<file path="src/rtl/rhsv_pkg.sv">
// Shared constants and helpers for the RGB to HSV converter.
// No dependencies; imported by rhsv_front, the top level and rgb_to_hsv_checker.
package rhsv_pkg;

  // Hue sector offsets in sixths of a turn
  localparam int GreenOffset = 2;
  localparam int BlueOffset  = 4;
  localparam int TurnSixths  = 6;

  // Number of quotient steps shared by the hue and saturation dividers
  function automatic int div_steps(input int chan_bits, input int hue_bits);
    return (chan_bits > hue_bits) ? chan_bits : hue_bits;
  endfunction

endpackage

</file>
<file path="src/rtl/rhsv_front.sv">
// Front stage: max/min, delta, hue numerator and divider operands, registered.
// Depends on rhsv_pkg.
module rhsv_front #(
  parameter int C = 8,
  parameter int H = 16
) (
  input  logic                                   clk_i,
  input  logic                                   rst_ni,
  input  logic                                   valid_i,
  output logic                                   ready_o,
  input  logic [C-1:0]                           red_i,
  input  logic [C-1:0]                           green_i,
  input  logic [C-1:0]                           blue_i,
  output logic                                   valid_o,
  input  logic                                   ready_i,
  output logic [C+2:0]                           hue_rem_o,
  output logic [C+2:0]                           hue_div_o,
  output logic [C-1:0]                           sat_rem_o,
  output logic [C-1:0]                           sat_div_o,
  output logic [rhsv_pkg::div_steps(C, H)-1:0]   sat_low_o,
  output logic [C-1:0]                           value_o
);
  import rhsv_pkg::*;

  localparam int L   = div_steps(C, H);
  localparam int HRW = C + 3;
  localparam int NW  = C + 4;

  typedef enum logic [1:0] {SEC_RED, SEC_GREEN, SEC_BLUE} sector_e;

  sector_e        sector;
  logic [C-1:0]   mx, mn, dl;
  logic [NW-1:0]  num_raw, num;
  logic [2*C-1:0] sat_num;

  logic           valid_q;
  logic [HRW-1:0] hue_rem_q, hue_div_q;
  logic [C-1:0]   sat_rem_q, sat_div_q, value_q;
  logic [L-1:0]   sat_low_q;
  logic [HRW-1:0] hue_rem_d, hue_div_d;
  logic [C-1:0]   sat_rem_d, sat_div_d;
  logic [L-1:0]   sat_low_d;

  always_comb begin
    mx = red_i;
    if (green_i > mx) mx = green_i;
    if (blue_i > mx) mx = blue_i;
    mn = red_i;
    if (green_i < mn) mn = green_i;
    if (blue_i < mn) mn = blue_i;
    dl = mx - mn;

    // ties go to red, then green
    if (red_i == mx) sector = SEC_RED;
    else if (green_i == mx) sector = SEC_GREEN;
    else sector = SEC_BLUE;

    // modular arithmetic; the top bit flags a negative numerator
    unique case (sector)
      SEC_RED:   num_raw = NW'(green_i) - NW'(blue_i);
      SEC_GREEN: num_raw = NW'(dl) * NW'(GreenOffset) + NW'(blue_i) - NW'(red_i);
      SEC_BLUE:  num_raw = NW'(dl) * NW'(BlueOffset) + NW'(red_i) - NW'(green_i);
      default:   num_raw = '0;
    endcase
    num = num_raw[NW-1] ? num_raw + NW'(dl) * NW'(TurnSixths) : num_raw;

    // a zero divisor becomes one; its dividend is zero so the quotient is zero
    hue_div_d = (dl == '0) ? HRW'(1) : HRW'(dl) * HRW'(TurnSixths);
    hue_rem_d = (dl == '0) ? '0 : num[HRW-1:0];

    sat_num   = {dl, {C{1'b0}}} - (2*C)'(dl);
    sat_rem_d = sat_num[2*C-1:C];
    sat_low_d = L'(sat_num[C-1:0]) << (L - C);
    sat_div_d = (mx == '0) ? C'(1) : mx;
  end

  assign ready_o = !valid_q || ready_i;

  always_ff @(posedge clk_i or negedge rst_ni) begin
    if (!rst_ni) begin
      valid_q <= 1'b0;
    end else if (ready_o) begin
      valid_q <= valid_i;
    end
  end

  always_ff @(posedge clk_i) begin
    if (ready_o && valid_i) begin
      hue_rem_q <= hue_rem_d;
      hue_div_q <= hue_div_d;
      sat_rem_q <= sat_rem_d;
      sat_div_q <= sat_div_d;
      sat_low_q <= sat_low_d;
      value_q   <= mx;
    end
  end

  assign valid_o   = valid_q;
  assign hue_rem_o = hue_rem_q;
  assign hue_div_o = hue_div_q;
  assign sat_rem_o = sat_rem_q;
  assign sat_div_o = sat_div_q;
  assign sat_low_o = sat_low_q;
  assign value_o   = value_q;

`ifndef ASSERT_OFF
  a_div_nonzero: assert property (@(posedge clk_i) disable iff (!rst_ni)
    valid_q |-> (hue_div_q != '0) && (sat_div_q != '0))
    else $error("divider operand is zero");
`endif

endmodule

</file>
<file path="src/rtl/rhsv_cell.sv">
// Divider cell: one restoring quotient step for hue and for saturation,
// with its own pipeline register and ready chain. No package dependency.
module rhsv_cell #(
  parameter int C = 8,
  parameter int L = 16
) (
  input  logic         clk_i,
  input  logic         rst_ni,
  input  logic         valid_i,
  output logic         ready_o,
  input  logic [C+2:0] hue_rem_i,
  input  logic [C+2:0] hue_div_i,
  input  logic [L-1:0] hue_low_i,
  input  logic [C-1:0] sat_rem_i,
  input  logic [C-1:0] sat_div_i,
  input  logic [L-1:0] sat_low_i,
  input  logic [C-1:0] value_i,
  output logic         valid_o,
  input  logic         ready_i,
  output logic [C+2:0] hue_rem_o,
  output logic [C+2:0] hue_div_o,
  output logic [L-1:0] hue_low_o,
  output logic [C-1:0] sat_rem_o,
  output logic [C-1:0] sat_div_o,
  output logic [L-1:0] sat_low_o,
  output logic [C-1:0] value_o
);

  logic [C+3:0] hue_t, hue_diff;
  logic [C:0]   sat_t, sat_diff;
  logic         hue_ge, sat_ge;

  logic         valid_q;
  logic [C+2:0] hue_rem_q, hue_div_q;
  logic [C-1:0] sat_rem_q, sat_div_q, value_q;
  logic [L-1:0] hue_low_q, sat_low_q;

  // remainder stays below the divisor, so the shifted value is under twice it
  always_comb begin
    hue_t    = {hue_rem_i, hue_low_i[L-1]};
    hue_diff = hue_t - {1'b0, hue_div_i};
    hue_ge   = hue_t >= {1'b0, hue_div_i};
    sat_t    = {sat_rem_i, sat_low_i[L-1]};
    sat_diff = sat_t - {1'b0, sat_div_i};
    sat_ge   = sat_t >= {1'b0, sat_div_i};
  end

  assign ready_o = !valid_q || ready_i;

  always_ff @(posedge clk_i or negedge rst_ni) begin
    if (!rst_ni) begin
      valid_q <= 1'b0;
    end else if (ready_o) begin
      valid_q <= valid_i;
    end
  end

  // low word: dividend bits shift out the top, quotient bits shift in
  always_ff @(posedge clk_i) begin
    if (ready_o && valid_i) begin
      hue_rem_q <= hue_ge ? hue_diff[C+2:0] : hue_t[C+2:0];
      hue_div_q <= hue_div_i;
      hue_low_q <= {hue_low_i[L-2:0], hue_ge};
      sat_rem_q <= sat_ge ? sat_diff[C-1:0] : sat_t[C-1:0];
      sat_div_q <= sat_div_i;
      sat_low_q <= {sat_low_i[L-2:0], sat_ge};
      value_q   <= value_i;
    end
  end

  assign valid_o   = valid_q;
  assign hue_rem_o = hue_rem_q;
  assign hue_div_o = hue_div_q;
  assign hue_low_o = hue_low_q;
  assign sat_rem_o = sat_rem_q;
  assign sat_div_o = sat_div_q;
  assign sat_low_o = sat_low_q;
  assign value_o   = value_q;

`ifndef ASSERT_OFF
  a_rem_below_div: assert property (@(posedge clk_i) disable iff (!rst_ni)
    valid_q |-> (hue_rem_q < hue_div_q) && (sat_rem_q < sat_div_q))
    else $error("partial remainder not below divisor");
`endif

endmodule

</file>
<file path="src/rtl/rgb_to_hsv_converter.sv">
// RGB to HSV pixel converter, top level.
// Depends on rhsv_pkg, rhsv_front and rhsv_cell.
//
// Input channel: red_i/green_i/blue_i with in_valid_i; the block drives
// in_stall_o. Output channel: hue_o/saturation_o/value_o with out_valid_o;
// the receiver drives out_stall_i. A transfer happens where valid is high
// and stall is low.
// One pixel is taken per clock while in_stall_o is low. The pipeline is
// one front stage for max/min and divider operands, then one divider cell
// per quotient bit. Each cell does one restoring step for both the hue and
// the saturation division, so the cell count sets the latency.
// Every stage has its own valid bit and a ready chain: when the receiver
// stalls, the last cell holds its result and earlier stages keep filling
// empty slots; in_stall_o rises only once every stage is occupied.
// Reset clears all valid bits; the data registers are not reset.
module rgb_to_hsv_converter #(
  parameter int CHANNEL_BITS = 8,
  parameter int HUE_BITS     = 16
) (
  input  logic                    clk_i,
  input  logic                    rst_ni,
  input  logic                    in_valid_i,
  output logic                    in_stall_o,
  input  logic [CHANNEL_BITS-1:0] red_i,
  input  logic [CHANNEL_BITS-1:0] green_i,
  input  logic [CHANNEL_BITS-1:0] blue_i,
  output logic                    out_valid_o,
  input  logic                    out_stall_i,
  output logic [HUE_BITS-1:0]     hue_o,
  output logic [CHANNEL_BITS-1:0] saturation_o,
  output logic [CHANNEL_BITS-1:0] value_o
);
  import rhsv_pkg::*;

  localparam int C = CHANNEL_BITS;
  localparam int L = div_steps(CHANNEL_BITS, HUE_BITS);

  logic         valid   [L+1];
  logic         ready   [L+1];
  logic [C+2:0] hue_rem [L+1];
  logic [C+2:0] hue_div [L+1];
  logic [L-1:0] hue_low [L+1];
  logic [C-1:0] sat_rem [L+1];
  logic [C-1:0] sat_div [L+1];
  logic [L-1:0] sat_low [L+1];
  logic [C-1:0] value   [L+1];
  logic         front_ready;

  rhsv_front #(.C(C), .H(HUE_BITS)) u_front (
    .clk_i     (clk_i),
    .rst_ni    (rst_ni),
    .valid_i   (in_valid_i),
    .ready_o   (front_ready),
    .red_i     (red_i),
    .green_i   (green_i),
    .blue_i    (blue_i),
    .valid_o   (valid[0]),
    .ready_i   (ready[0]),
    .hue_rem_o (hue_rem[0]),
    .hue_div_o (hue_div[0]),
    .sat_rem_o (sat_rem[0]),
    .sat_div_o (sat_div[0]),
    .sat_low_o (sat_low[0]),
    .value_o   (value[0])
  );

  assign hue_low[0] = '0;
  assign in_stall_o = !front_ready;

  for (genvar k = 0; k < L; k++) begin : g_cell
    rhsv_cell #(.C(C), .L(L)) u_cell (
      .clk_i     (clk_i),
      .rst_ni    (rst_ni),
      .valid_i   (valid[k]),
      .ready_o   (ready[k]),
      .hue_rem_i (hue_rem[k]),
      .hue_div_i (hue_div[k]),
      .hue_low_i (hue_low[k]),
      .sat_rem_i (sat_rem[k]),
      .sat_div_i (sat_div[k]),
      .sat_low_i (sat_low[k]),
      .value_i   (value[k]),
      .valid_o   (valid[k+1]),
      .ready_i   (ready[k+1]),
      .hue_rem_o (hue_rem[k+1]),
      .hue_div_o (hue_div[k+1]),
      .hue_low_o (hue_low[k+1]),
      .sat_rem_o (sat_rem[k+1]),
      .sat_div_o (sat_div[k+1]),
      .sat_low_o (sat_low[k+1]),
      .value_o   (value[k+1])
    );
  end

  assign ready[L] = !out_stall_i;

  // both quotients carry L bits; the top bits are the results
  assign out_valid_o  = valid[L];
  assign hue_o        = hue_low[L][L-1 -: HUE_BITS];
  assign saturation_o = sat_low[L][L-1 -: C];
  assign value_o      = value[L];

`ifndef ASSERT_OFF
  a_black_no_sat: assert property (@(posedge clk_i) disable iff (!rst_ni)
    out_valid_o && (value_o == '0) |-> (saturation_o == '0))
    else $error("black pixel with nonzero saturation");
`endif
`ifndef ASSERT_OFF
  a_grey_no_hue: assert property (@(posedge clk_i) disable iff (!rst_ni)
    out_valid_o && (saturation_o == '0) |-> (hue_o == '0))
    else $error("grey pixel with nonzero hue");
`endif

endmodule

</file>
<file path="config.mk">
export PLATFORM = sky130hd
export DESIGN_NAME = rgb_to_hsv_converter
export DESIGN_NICKNAME = d
export VERILOG_FILES = /design/src/rtl/rhsv_pkg.sv /design/src/rtl/rhsv_front.sv /design/src/rtl/rhsv_cell.sv /design/src/rtl/rgb_to_hsv_converter.sv
export SDC_FILE = /design/constraint.sdc
export NUM_CORES = 1
export LEC_CHECK = 0
export ABC_CLOCK_PERIOD_IN_PS = 5150
export BUFFER_PORTS_ARGS = -buffer_cell sky130_fd_sc_hd__buf_2
export CAP_MARGIN = 30
export CORE_MARGIN = 3
export CORE_UTILIZATION = 55
export DETAILED_ROUTE_END_ITERATION = 12
export PLACE_DENSITY = 0.67
export REMOVE_ABC_BUFFERS = 1
export SLEW_MARGIN = 10
export SYNTH_ARGS = -nofsm -noshare
export SYNTH_HDL_FRONTEND = slang
export SYNTH_HIERARCHICAL = 1
export SYNTH_SLANG_ARGS = --single-unit
</file>
<file path="constraint.sdc">
create_clock -name clk_i -period 5.15 [get_ports clk_i]
set_clock_uncertainty 0.15 [all_clocks]
set_input_delay 0 -clock clk_i [delete_from_list [all_inputs] [get_ports clk_i]]
set_output_delay 0 -clock clk_i [all_outputs]
set_load 0.01 [all_outputs]
</file>
==> run_results.csv <==
group,metric,value,unit
timing,fin_ws,-1.81,ns
layout,finalInstanceArea,61900,sq um
global_routing,grt_max_degree,59,
placement,gp_congestion,0.908,
worst_setup_path,critical-path-max-stage-delay,0.43,ns
detailed_routing,router_iterations_before_antenna_repair,5,
die,width_of_the_die,316,um
timing,final.hold.worst_slack,0.0608,ns
timing,timing.max_slew.rel_slack,37.4,%
timing,setup-violations-final,27,
die,die-area,99900,sq um
global_routing,globalRouteTotalUtil,20.6,%
detailed_routing,dr_total_vias,31872,
detailed_routing,postRouteAntennaNets,0,
detailed_routing,detail_route.drc_violations,0,
clocking,sink_count_of_the_clock_tree,1025,
layout,fill_cells,7025,
global_routing,grt_first_pass_wirelength,165000,um
global_routing,grt_remaining_overflow,0,
timing,final-hold-violation-count,0,
run,max-cap-violations,0,
clocking,cts_tree,"yes",
logic_synthesis,netlist_area,52900,sq um
global_routing,antenna_found_initial,0,
timing,rsz0062_at_grt,"yes",
status,run_status,"finished, violations left",
detailed_routing,drtIter0Drc,1818,
status,violations,"setup timing",
detailed_routing,average_wire_per_standard_cell,18.1,um
worst_setup_path,path_max_fanout,8,
clocking,insertion_delay,0.68,ns
timing,achievable-frequency,144,MHz
layout,final_layout_size_suffix_gt1_share,25.8,%
timing,final.period_utilization,135,%
hold_path,hold_class,"input port to register",
die,num_rows,113,
worst_setup_path,critPathCaptureType,"register",
timing,final_period_minus_worst_setup_slack,6.96,ns
placement,total_of_buffers_placed_on_input_and_output_ports,61,
placement,dpl-instance-area,56500,sq um
clocking,ctsRootBufferMaster,"clkbuf_16",
worst_setup_path,worst-setup-path-type,"input port to register",
die,start_util,55.6,%
pwr,power_density,721,nW/um^2
worst_setup_path,worst_setup_path_start_kind,"input port",
detailed_routing,totalWireLength,104000,um
clocking,ctsHtreeMaxLevel,3,
global_routing,vias_in_the_first_global_route,31904,
placement,final_hpwl_dp,75700,um
layout,final_core_utilization,65.1,%
die,placeableCoreArea,95200,sq um
worst_setup_path,worst_path_most_repeated_cell,"buf_6",
detailed_routing,avgViaCountPerCell,5.57,
timing,timing.final.max_slew_violations,0,
clocking,clk_path_buf_depth,3,
layout,final_stage_net_count,4761,
worst_setup_path,arrival,7.34,ns
logic_synthesis,postSynthAreaPerCell,13.6,sq um
clocking,clk_pin_slew_worst_paths,0.06,ns
layout,area_delta_synth_final,17.1,%
worst_setup_path,cp_data_required_time,5.53,ns
clocking,cts-buffers-inserted,104,
worst_setup_path,timing.critical_path.max_delay_family,"compound AO/OA/AOI/OAI gates",
worst_setup_path,cp_num_buf_inv,12,
die,die_y,316,um
die,num_io_pins,62,
timing,fin_tns_setup,-20.16,ns
logic_synthesis,synth_cells,3898,
pwr,peakVddDrop,1220,uV
pwr,cellLeakagePower,24.6,nW
timing,worst_max_slew_pin_slew,0.938,ns
logic_synthesis,ys_warn_count,6,
worst_setup_path,cp_slowest_cell,"a311o_1",
==> registers in the layout, indices dropped and copies added, names as in the netlist <==
| register | count |
|---|---|
| u_front/sat_rem_o | 8 |
| g_cell.u_cell/hue_rem_o | 165 |
| u_front/hue_div_o | 11 |
| g_cell.u_cell/sat_low_o | 128 |
| u_front/valid_o | 1 |
| g_cell.u_cell/hue_low_o | 256 |
| g_cell.u_cell/valid_o | 16 |
| g_cell.u_cell/value_o | 128 |
| u_front/sat_low_o | 8 |
| u_front/hue_rem_o | 11 |
| g_cell.u_cell/hue_div_o | 165 |
| u_front/value_o | 8 |
| u_front/sat_div_o | 8 |
| g_cell.u_cell/sat_div_o | 56 |
| g_cell.u_cell/sat_rem_o | 56 |
==> metrics by stage <==
| stage | power [mW] | setup slack [ns] | cells |
|---|---|---|---|
| 2_1_floorplan | 28.3 | -3.45 | 3830 |
| 3_3_place_gp | 34.2 | -2.74 | 5447 |
| 3_5_place_dp | 34.6 | -3.04 | 5449 |
| 4_1_cts | 44.4 | -1.59 | 5705 |
| 5_1_grt | 47.7 | -2.12 | 5726 |
| 6_report | 44.7 | -1.81 | 5727 |
==> final cells by class <==
type / count / area, sq um / share of cell area, %
Sequential cell: 1025 / 30700 / 49.6
Multi-Input combinational cell: 2413 / 21100 / 34.1
Timing Repair Buffer: 436 / 3520 / 5.68
Clock buffer: 121 / 2720 / 4.39
Tap cell: 1265 / 1580 / 2.56
Inverter: 392 / 1480 / 2.39
Clock inverter: 74 / 786 / 1.27
Antenna cell: 1 / 2.50 / 0.00404
==> final timing paths <==
check / from / to / slack, ns / cells past startpoint
min reg2reg: g_cell[2].u_cell/hue_low_o[10] / g_cell[3].u_cell/hue_low_o[11] / 0.25 / 0
min in group asynchronous: rst_ni / g_cell[11].u_cell/valid_o / 0.15 / 3
max: red_i[5] / u_front/hue_rem_o[10] / -1.81 / 46
max in group asynchronous: rst_ni / u_front/valid_o / 4.23 / 4
max reg2reg: g_cell[15].u_cell/valid_o / u_front/value_o[1] / 0.56 / 19
min: in_valid_i / u_front/valid_o / 0.06 / 3
==> cell usage in the layout (no fill, tap or decap), drive strengths merged, types with 23 or more instances in the layout <==
cell type / count
edfxtp: 1008
buf: 417
inv: 395
ha: 319
nor2: 228
a21oi: 220
o21ai: 168
mux2: 163
clkbuf: 123
nand2: 118
xnor2: 105
mux2i: 95
nand3: 80
nor3: 55
a21o: 54
nor2b: 52
clkinv: 51
nand2b: 49
o21a: 46
nand4: 44
and2: 44
xor2: 43
fa: 42
or4b: 39
or2: 35
a211oi: 33
a31o: 32
o31a: 29
o21bai: 25
o41ai: 23
==> worst reg2reg max path, stage by stage (launching register included) <==
cell and delay (ns):
dfrtp_1 0.34, nand2b_1 0.08, nand2b_1 0.17, nand2b_1 0.18
nand2b_1 0.18, nand2b_1 0.18, nand2b_1 0.20, nand2b_1 0.19
nand2b_1 0.19, nand2b_1 0.23, nand2b_1 0.22, nand2b_1 0.21
nand2b_1 0.23, nand2b_1 0.20, nand2b_1 0.18, nand2b_1 0.19
nand2b_1 0.18, nand2b_1 0.27, and2_2 0.28, buf_12 0.18
==> repair_timing <==
item / in CTS / in global routing
resized for setup: 222 / 52
hold buffers: 17 / 0
endpoints found under the setup margin: 30 / 29
gates cloned: 1 / 2
pin swaps: 94 / 44
setup buffers: 47 / 20
hold endpoints to repair: 90 / 0
==> report_power, final <==
part	total, mW	leakage [nW]	internal [mW]	switching [mW]
Clock	7.52	1.71	4.41	3.12
Combinational	23.8	12.9	12.1	11.7
Sequential	13.3	10.0	12.4	0.964
Total	44.7	24.6	28.9	15.8
==> per-layer routing <==
metal	global-route usage, %	part of all wire [%]	up-vias
met3	2.90	3.7	192
met1	26.7	43	15551
li1	-	-	15586
met4	6.36	2.6	0
met2	36.2	50	543
met5	0	0	-
(Power assumes the default switching activity.)
